## src/sv/cc3_pkg.sv

```systemverilog
// Package for the circumcentre block: output width, status codes and the
// side-band record that travels with each item along the divider chain.
// No dependencies.
`timescale 1ns / 1ps

package cc3_pkg;

    // Width of each output coordinate in fixed point.
    localparam int OUT_W = 48;

    // Result status codes.
    localparam logic [1:0] STATUS_OK        = 2'd0;
    localparam logic [1:0] STATUS_COLLINEAR = 2'd1;
    localparam logic [1:0] STATUS_OVERFLOW  = 2'd2;

    // Control and sign flags that accompany an item through the chain.
    typedef struct packed {
        logic valid;
        logic neg_x;
        logic neg_y;
        logic coll;
    } t_side;

endpackage

```

## src/sv/cc3_cell.sv

```systemverilog
// One restoring division step for both centre coordinates, registered.
// A chain of these cells forms the two dividers. Depends on cc3_pkg.
`timescale 1ns / 1ps

module cc3_cell #(
    parameter int NS  = 69,
    parameter int DEN = 36
) (
    input  logic                 i_clk,
    input  logic                 i_rst_n,
    input  logic                 i_en,
    input  cc3_pkg::t_side       i_side,
    input  logic [DEN-1:0]       i_den,
    input  logic [NS-1:0]        i_num_x,
    input  logic [NS-1:0]        i_num_y,
    input  logic [DEN-1:0]       i_rem_x,
    input  logic [DEN-1:0]       i_rem_y,
    input  logic [cc3_pkg::OUT_W-1:0] i_quo_x,
    input  logic [cc3_pkg::OUT_W-1:0] i_quo_y,
    input  logic                 i_stk_x,
    input  logic                 i_stk_y,
    output cc3_pkg::t_side       o_side,
    output logic [DEN-1:0]       o_den,
    output logic [NS-1:0]        o_num_x,
    output logic [NS-1:0]        o_num_y,
    output logic [DEN-1:0]       o_rem_x,
    output logic [DEN-1:0]       o_rem_y,
    output logic [cc3_pkg::OUT_W-1:0] o_quo_x,
    output logic [cc3_pkg::OUT_W-1:0] o_quo_y,
    output logic                 o_stk_x,
    output logic                 o_stk_y
);
    import cc3_pkg::*;

    logic [DEN:0]   w_tx, w_ty;
    logic           w_gex, w_gey;
    logic [DEN-1:0] n_rem_x, n_rem_y;

    // Bring down the next numerator bit and subtract the divisor if it fits.
    always_comb begin
        w_tx    = {i_rem_x, i_num_x[NS-1]};
        w_ty    = {i_rem_y, i_num_y[NS-1]};
        w_gex   = (w_tx >= {1'b0, i_den});
        w_gey   = (w_ty >= {1'b0, i_den});
        n_rem_x = w_gex ? DEN'(w_tx - {1'b0, i_den}) : DEN'(w_tx);
        n_rem_y = w_gey ? DEN'(w_ty - {1'b0, i_den}) : DEN'(w_ty);
    end

    // Valid flag is reset; the payload is only loaded when the chain moves.
    always_ff @(posedge i_clk) begin
        if (!i_rst_n) begin
            o_side.valid <= 1'b0;
        end else if (i_en) begin
            o_side.valid <= i_side.valid;
        end
    end

    always_ff @(posedge i_clk) begin
        if (i_en) begin
            o_side.neg_x <= i_side.neg_x;
            o_side.neg_y <= i_side.neg_y;
            o_side.coll  <= i_side.coll;
            o_den        <= i_den;
            o_num_x      <= i_num_x << 1;
            o_num_y      <= i_num_y << 1;
            o_rem_x      <= n_rem_x;
            o_rem_y      <= n_rem_y;
            o_quo_x      <= {i_quo_x[OUT_W-2:0], w_gex};
            o_quo_y      <= {i_quo_y[OUT_W-2:0], w_gey};
            // A quotient bit leaving the window means the result saturates.
            o_stk_x      <= i_stk_x | i_quo_x[OUT_W-1];
            o_stk_y      <= i_stk_y | i_quo_y[OUT_W-1];
        end
    end

endmodule

```

## config.mk

```make
export PLATFORM = sky130hd
export DESIGN_NAME = cc3_cell
export DESIGN_NICKNAME = d
export VERILOG_FILES = /design/src/sv/cc3_pkg.sv /design/src/sv/cc3_cell.sv
export SDC_FILE = /design/constraint.sdc
export NUM_CORES = 1
export LEC_CHECK = 0
export ABC_AREA = 0
export BUFFER_PORTS_ARGS = -buffer_cell sky130_fd_sc_hd__buf_4
export CORE_AREA = 4 4 268 270
export DETAILED_ROUTE_END_ITERATION = 16
export DIE_AREA = 0 0 272 274
export PLACE_DENSITY = 0.53
export SLEW_MARGIN = 20
export SYNTH_ARGS = -nofsm -noshare
export SYNTH_HDL_FRONTEND = slang
export SYNTH_SLANG_ARGS = --single-unit
```

## constraint.sdc

```tcl
create_clock -name i_clk -period 9.23 [get_ports i_clk]
set_clock_uncertainty 0.1 [all_clocks]
set_input_delay 1.846 -clock i_clk [delete_from_list [all_inputs] [get_ports i_clk]]
set_output_delay 1.846 -clock i_clk [all_outputs]
set_load 0.01 [all_outputs]
```

==> results of run 1 <==
-- area by class of cell --
cell class / instances / area share [%]
Tap cell: 940 / 5.13
Multi-Input combinational cell: 675 / 19.7
Inverter: 55 / 0.901
Clock inverter: 30 / 1.15
Clock buffer: 47 / 4.76
Sequential cell: 346 / 45.3
Antenna cell: 3 / 0.0328
Timing Repair Buffer: 701 / 23.0
-- power by group through the flow --
| stage | Combinational, uW | Clock [uW] | Sequential (uW) |
|---|---|---|---|
| 2_1_floorplan | 302 | 0 | 2070 |
| 3_3_place_gp | 928 | 0 | 2000 |
| 3_5_place_dp | 933 | 0 | 1990 |
| 4_1_cts | 936 | 1730 | 1970 |
| 5_1_grt | 987 | 1790 | 1980 |
| 6_report | 917 | 1660 | 1960 |
-- through the flow --
step | area [um2] | worst slack [ns] | power, uW | util, %
2_1_floorplan | 15300 | 4.67 | 2370 | -
3_3_place_gp | 21600 | 3.64 | 2920 | 31.0
3_5_place_dp | 21600 | 3.63 | 2930 | 31.0
4_1_cts | 22900 | 4.25 | 4630 | 32.9
5_1_grt | 22900 | 4.02 | 4760 | 32.9
6_report | 22900 | 4.21 | 4540 | 33.0
-- metal layers --
| layer | vias up | routed length, um | global-route usage (%) |
|---|---|---|---|
| li1 | 5611 | - | - |
| met1 | 6016 | 26100 | 19.6 |
| met5 | - | 85 | 0 |
| met4 | 12 | 2330 | 5.21 |
| met3 | 95 | 5030 | 5.03 |
| met2 | 539 | 37500 | 33.5 |
-- logic make-up after synthesis --
kind of cell / share of synthesized area (%)
XOR/XNOR: 3.32
AND/OR/NAND/NOR: 7.59
adder cells (fa/ha/maj): 6.15
buffers and inverters: 2.68
multiplexers: 0.417
flip-flops: 67.9
other: 0.0245
AO/OA/AOI/OAI: 11.9
-- worst max-delay path, stage by stage --
cell and delay [ns]:
buf_4 0.11, inv_1 0.09, ha_1 0.37, a21o_1 0.21, a21oi_1 0.23, nand2_1 0.15, a211o_1 0.44, o21a_1 0.23
o21a_1 0.23, o21ai_4 0.35, buf_4 0.54, mux2_2 0.40
-- registers in the layout, indices dropped and copies added (netlist names) --
signal / flops
o_rem_y: 36
o_den: 36
o_quo_x: 48
o_quo_y: 48
o_num_y: 68
o_stk_y: 1
o_rem_x: 36
o_num_x: 68
o_side: 4
o_stk_x: 1
-- placed cells by master, fill, tap and decap left out, types with 3 or more instances in the layout --
master and n:
inv_6 3, a31oi_1 6, and3_1 7, clkinvlp_4 3, xnor2_1 29, nor3_1 13
or3_1 3, nand2b_1 10, xor2_1 29, nand4_1 14, ha_1 72, o21ai_1 27
nor2b_1 10, nand3_1 13, a211o_1 5, clkbuf_1 4, o21bai_1 12, bufinv_16 3
o31ai_1 9, mux2_2 3, mux2i_1 3, edfxtp_1 345, nand2_1 94, nor2_1 61
a21oi_1 86, o21ai_0 53, diode_2 3, or2_2 4, o21a_1 7, a21boi_0 3
clkinv_1 11, buf_4 699, clkbuf_16 43, inv_1 54, a21o_1 43, clkinv_2 7
a211oi_1 7
-- worst min path at each step --
stage / end / slack [ns] / cells past startpoint
after floorplan: o_side[3] / 0.44 / 2
final: o_side[3] / 0.45 / 2
after detailed placement: o_side[3] / 0.43 / 2
after global placement: o_side[3] / 0.41 / 2
after CTS: o_side[3] / 0.45 / 2
after global routing: o_side[3] / 0.50 / 2
==> results.toml, run 1 <==
[run_status]
outcome = "finished, final reports clean"

[sta]
fin_tns_setup_ns = 0
setup_viol = 0
rsz0062_at_grt = "false"
relSlewSlack_pct = 31.3
tightest_slew_ns = 1.03
finalCriticalPeriod_ns = 5.02
fin_crit_sh_pct = 54.4
drv_slew = 0
hold_ws_ns = 0.450
finalHoldViolCount = 0
fmax_ghz = 0.199

[placement]
gp_congestion = 0.880
dp.cells = 2717
dp_hpwl_um = 58100
portBuffers = 696

[detailed_routing]
drt_wl_total_um = 71000
ant_nets = 0
dr.pass1.iters = 5
dr_total_vias = 12273
wl_per_cell_um = 25.4
avgViaCountPerCell = 4.39
drc = 0
drt_iter0_drc = 1016

[synth]
synthDistinctLibCells = 70
async_flop_share_pct = 0
yosys_warnings = 0
netlist_top_cells_area = "edfxtp_1 68%, ha_1 5.9%, a21oi_1 2.8%, nand2_1 2.3%, a21o_1 2.1%"
yosysMostFrequentCell = "edfxtp_1"
synthCells = 1111
synth_top_area_share_pct = 67.8
avgSynthCellArea_um2 = 13.8
yosysSeqAreaShare_pct = 67.9
synth-seq-cells = 346
synth_ff_type = "edfxtp_1"
yosys.area.top_type = "edfxtp_1"
synth_commonest_cells = "345 x edfxtp_1, 94 x nand2_1, 86 x a21oi_1, 72 x ha_1, 61 x nor2_1"
synth-edff-count = 345
syn_area_um2 = 15300

[setup_path]
crit_end = "o_rem_x[4]"
crit_fanout = 58
r2r_end = "o_side[3]"
critPathKind = "input port to register"
required_ns = 9.45
worst_setup_path_end_kind = "register"
arrival_ns = 5.23
crit_start = "i_den[3]"
reg2reg_slack_ns = 8.51
ff2ff_path_depth = 2
worstReg2RegStart = "o_side[3]"
start_kind = "input port"

[floorplanning]
die_area_um2 = 74500
row_count = 97
die_w_um = 272
floorplan.initialDensity_pct = 22.0
io_pins = 699
die-height_um = 274
core_area_um2 = 69500

[cells_and_area]
fin_nets = 2247
nFillCells = 7011
final_cells = 2797
multi_input_area_um2 = 4510
regArea_um2 = 10400
syn_to_final_growth_pct = 49.9
drive_above_1_share_pct = 42.4

[cts]
cts.reportedPaths.clkPinSlew_ns = 0.06
ctsHoldBuffers = 0
cts_setup_buffers = 0
clk_latency_ns = 0.56
cts_buffer_depth = 3
cts_htree_levels = 2
root_buffer = "clkbuf_16"
cts_buffers = 43
cts_resized = 0
cts_tree = "built"
cts.sinks = 346

[grt]
grt_usage_pct = 17.8
grt_first_pass_wirelength_um = 95700
antenna_found_initial = 11
first_global_vias = 12393
grt_max_degree = 156
grt.overflow.total = 0

[pwr]
p_seq_share_pct = 43.2
p_clk_share_pct = 36.6
power.internal_uw = 3280
cellPowerDensity_nw_per_um2 = 198
power_switching_uw = 1270
ir_worst_vdd_mv = 0.115
switching_share_pct = 27.9
combPwrFrac_pct = 20.2
p_leak_uw = 0.00976

[worst_hold_path]
min-delay-start = "o_side[3]"
hold_path_class = "register to register"

[run]
maxCapViolCount = 0
(Power assumes the default switching activity.)
==> inputs of run 2 (changes only) <==
--- a/config.mk
+++ b/config.mk
@@ -5,12 +5,12 @@
 export SDC_FILE = /design/constraint.sdc
 export NUM_CORES = 1
 export LEC_CHECK = 0
-export ABC_AREA = 0
+export ABC_AREA = 1
 export BUFFER_PORTS_ARGS = -buffer_cell sky130_fd_sc_hd__buf_4
-export CORE_AREA = 4 4 268 270
+export CORE_MARGIN = 4
+export CORE_UTILIZATION = 25
 export DETAILED_ROUTE_END_ITERATION = 16
-export DIE_AREA = 0 0 272 274
-export PLACE_DENSITY = 0.53
+export PLACE_DENSITY = 0.56
 export SLEW_MARGIN = 20
 export SYNTH_ARGS = -nofsm -noshare
 export SYNTH_HDL_FRONTEND = slang
==> constraint.sdc (replaced) <==
create_clock -name i_clk -period 4.8 [get_ports i_clk]
set_clock_uncertainty 0.1 [all_clocks]
set_input_delay 0.96 -clock i_clk [delete_from_list [all_inputs] [get_ports i_clk]]
set_output_delay 0.96 -clock i_clk [all_outputs]
set_load 0.01 [all_outputs]
==> run 2 against run 1 <==
Effect of this change: wire length increased by 28%; power is 100% higher; core utilization grew 3.8 points; critical path type unchanged; highest routed layer unchanged.
==> results.toml, run 2 <==
[sta]
setup_viol = 0
fin_tns_setup_ns = 0
finalHoldViolCount = 0
drv_slew = 0
tightest_slew_ns = 0.785
fmax_ghz = 0.315
finalCriticalPeriod_ns = 3.18
relSlewSlack_pct = 47.7
worst_slack_ns = 1.62
rsz0062_at_grt = "false"
fin_crit_sh_pct = 66.2

[floorplanning]
die_area_um2 = 72400
die_w_um = 269
core_area_um2 = 67400
row_count = 95
io_pins = 699
die-height_um = 269
floorplan.initialDensity_pct = 25.3

[cells_and_area]
fin_nets = 2858
reg_top3 = "o_num_x x68, o_num_y x68"
syn_to_final_growth_pct = 45.3
final_cells = 3344
drive_above_1_share_pct = 33.0
layout.cells.most_common = "buf_4"
final_cell_mix = "701 x buf_4, 550 x nand2_1, 345 x edfxtp_1, 236 x inv_1, 157 x nand3_1"

[detailed_routing]
ant_nets = 0
drt_iter0_drc = 850
avgViaCountPerCell = 4.62
wl_per_cell_um = 27.1
drt_wl_total_um = 90600
dr_total_vias = 15453
drc = 0
dr.pass1.iters = 5

[cts]
clk_latency_ns = 0.58
cts_htree_levels = 2
cts_buffer_depth = 3
cts_buffers = 44
ctsHoldBuffers = 0
cts.reportedPaths.clkPinSlew_ns = 0.06
cts_tree = "built"
cts_resized = 0
cts_setup_buffers = 0
cts.sinks = 346
root_buffer = "clkbuf_16"

[synth]
synth_ff_type = "edfxtp_1"
synth-seq-cells = 346
synth-edff-count = 345
yosysSeqAreaShare_pct = 60.9
avgSynthCellArea_um2 = 9.99
yosys_warnings = 0
yosysMostFrequentCell = "nand2_1"
synthCells = 1705
synth_top_area_share_pct = 60.8
async_flop_share_pct = 0
yosys.area.top_type = "edfxtp_1"
netlist_top_cells_area = "edfxtp_1 61%, nand2_1 12%, ha_1 5.3%, inv_1 5.2%, nand3_1 4.6%"
syn_area_um2 = 17000
synth_commonest_cells = "550 x nand2_1, 345 x edfxtp_1, 236 x inv_1, 157 x nand3_1, 105 x nor2_1"
synthDistinctLibCells = 36

[setup_path]
crit_chain = "buf_4 > inv_1 > ha_1 > nand2_1 > nor2_2 > nand2_1 > nor2_2 > nand3_1 > nand4_2 > buf_4 > nand3_1 > nand2_1"
cpMaxStageDelayCell = "ha_1"
max_stage_delay_ns = 0.46
reg2reg_slack_ns = 4.04
r2r_end = "o_side[3]"
cpMostUsedCell = "nand2_1"
worst_setup_path_end_kind = "register"
ff2ff_path_depth = 2
start_kind = "input port"
arrival_ns = 3.52
critPathKind = "input port to register"
crit_fanout = 31
required_ns = 5.14
worstReg2RegStart = "o_side[3]"

[run_status]
outcome = "finished, final reports clean"

[worst_hold_path]
min-delay-start = "i_quo_y[1]"
holdPathEnd = "o_quo_y[2]"
hold_path_class = "input port to register"
min_path_cells = 1

[run]
maxCapViolCount = 0

[placement]
dp.cells = 3260
post-place-ws_ns = 1.03
gp_congestion = 0.941
portBuffers = 696
dp_hpwl_um = 75500

[grt]
grt_first_pass_wirelength_um = 119000
grt.overflow.total = 0
antenna_found_initial = 31
first_global_vias = 15458
grt_max_degree = 91
grt_usage_pct = 23.5

[pwr]
cellPowerDensity_nw_per_um2 = 370
ir_worst_vdd_mv = 0.229
p_leak_uw = 0.0116
==> run 2: cell types whose count changed after synthesis, moves of 10 or more <==
cell / change
a21o_1: -43
a21oi_1: -30
clkbuf_1: -15
inv_1: +182
nand2_1: +456
nand2b_1: -10
nand3_1: +144
nand3b_1: +17
nor2_1: +44
nor2_2: +13
nor2b_1: -10
o21ai_0: -37
o21ai_1: -27
xnor2_1: -27
==> run 2: how the worst max path moves through the flow <==
stage	slack [ns]	endpoint	start	depth (start not counted)
2_1_floorplan	2.04	o_rem_x[32]	i_num_x[68]	15
3_3_place_gp	0.98	o_rem_y[25]	i_den[25]	12
3_5_place_dp	1.03	o_rem_y[25]	i_den[25]	12
4_1_cts	1.66	o_rem_y[25]	i_den[25]	12
5_1_grt	1.48	o_rem_y[25]	i_den[25]	12
6_report	1.62	o_rem_y[25]	i_den[25]	12
==> run 2: final cells by class <==
| class | instances | area, um2 |
|---|---|---|
| Clock buffer | 50 | 1140 |
| Timing Repair Buffer | 704 | 5320 |
| Tap cell | 873 | 1090 |
| Multi-Input combinational cell | 1094 | 5570 |
| Fill cell | 6851 | 42600 |
| Antenna cell | 5 | 12.5 |
| Inverter | 243 | 912 |
| Clock inverter | 29 | 328 |
| Sequential cell | 346 | 10400 |
==> run 2: layer usage <==
layer  vias up  part of all wire (%)  track usage, %
li1       7134                     -               -
met1      7511                    36            25.0
met2       604                    52            43.6
met3       156                   8.5            7.68
met4        48                   3.8            8.04
met5         -                  0.31               0
==> run 2: stage by stage <==
| step | area [um2] | hold slack [ns] | total power, uW | util (%) |
|---|---|---|---|---|
| after global routing | 24700 | 0.419 | 9550 | 36.7 |
| after detailed placement | 23300 | 0.462 | 5810 | 34.5 |
| after global placement | 23300 | 0.438 | 5810 | 34.5 |
| final | 24800 | 0.446 | 9170 | 36.7 |
| after floorplan | 17000 | 0.455 | 4620 | - |
| after CTS | 24700 | 0.408 | 9310 | 36.7 |
==> run 2: report_power, final <==
group | leakage (uW) | switching (uW) | internal (uW)
clock network | 0.000720 | 1430 | 2010
logic | 0.00755 | 1150 | 795
registers | 0.00338 | 112 | 3670
==> run 2: logic make-up (layout without fill, tap and decap cells) <==
group | Yosys count | after routing | synth area share, %
compound gates | 93 | 93 | 3.07
xor+xnor | 36 | 36 | 1.85
fa+ha+maj | 74 | 74 | 5.52
buf+inv | 266 | 1026 | 6.42
flops | 346 | 346 | 60.9
other cells | 1 | 7 | 0.0220
simple gates | 889 | 889 | 22.2
==> run 2: critical path: cells and delay by family <==
family | cells | cell delay [ns]
adders and majority gates | 1 | 0.46
buffers and inverters | 3 | 0.56
and+or+nand+nor | 8 | 1.51
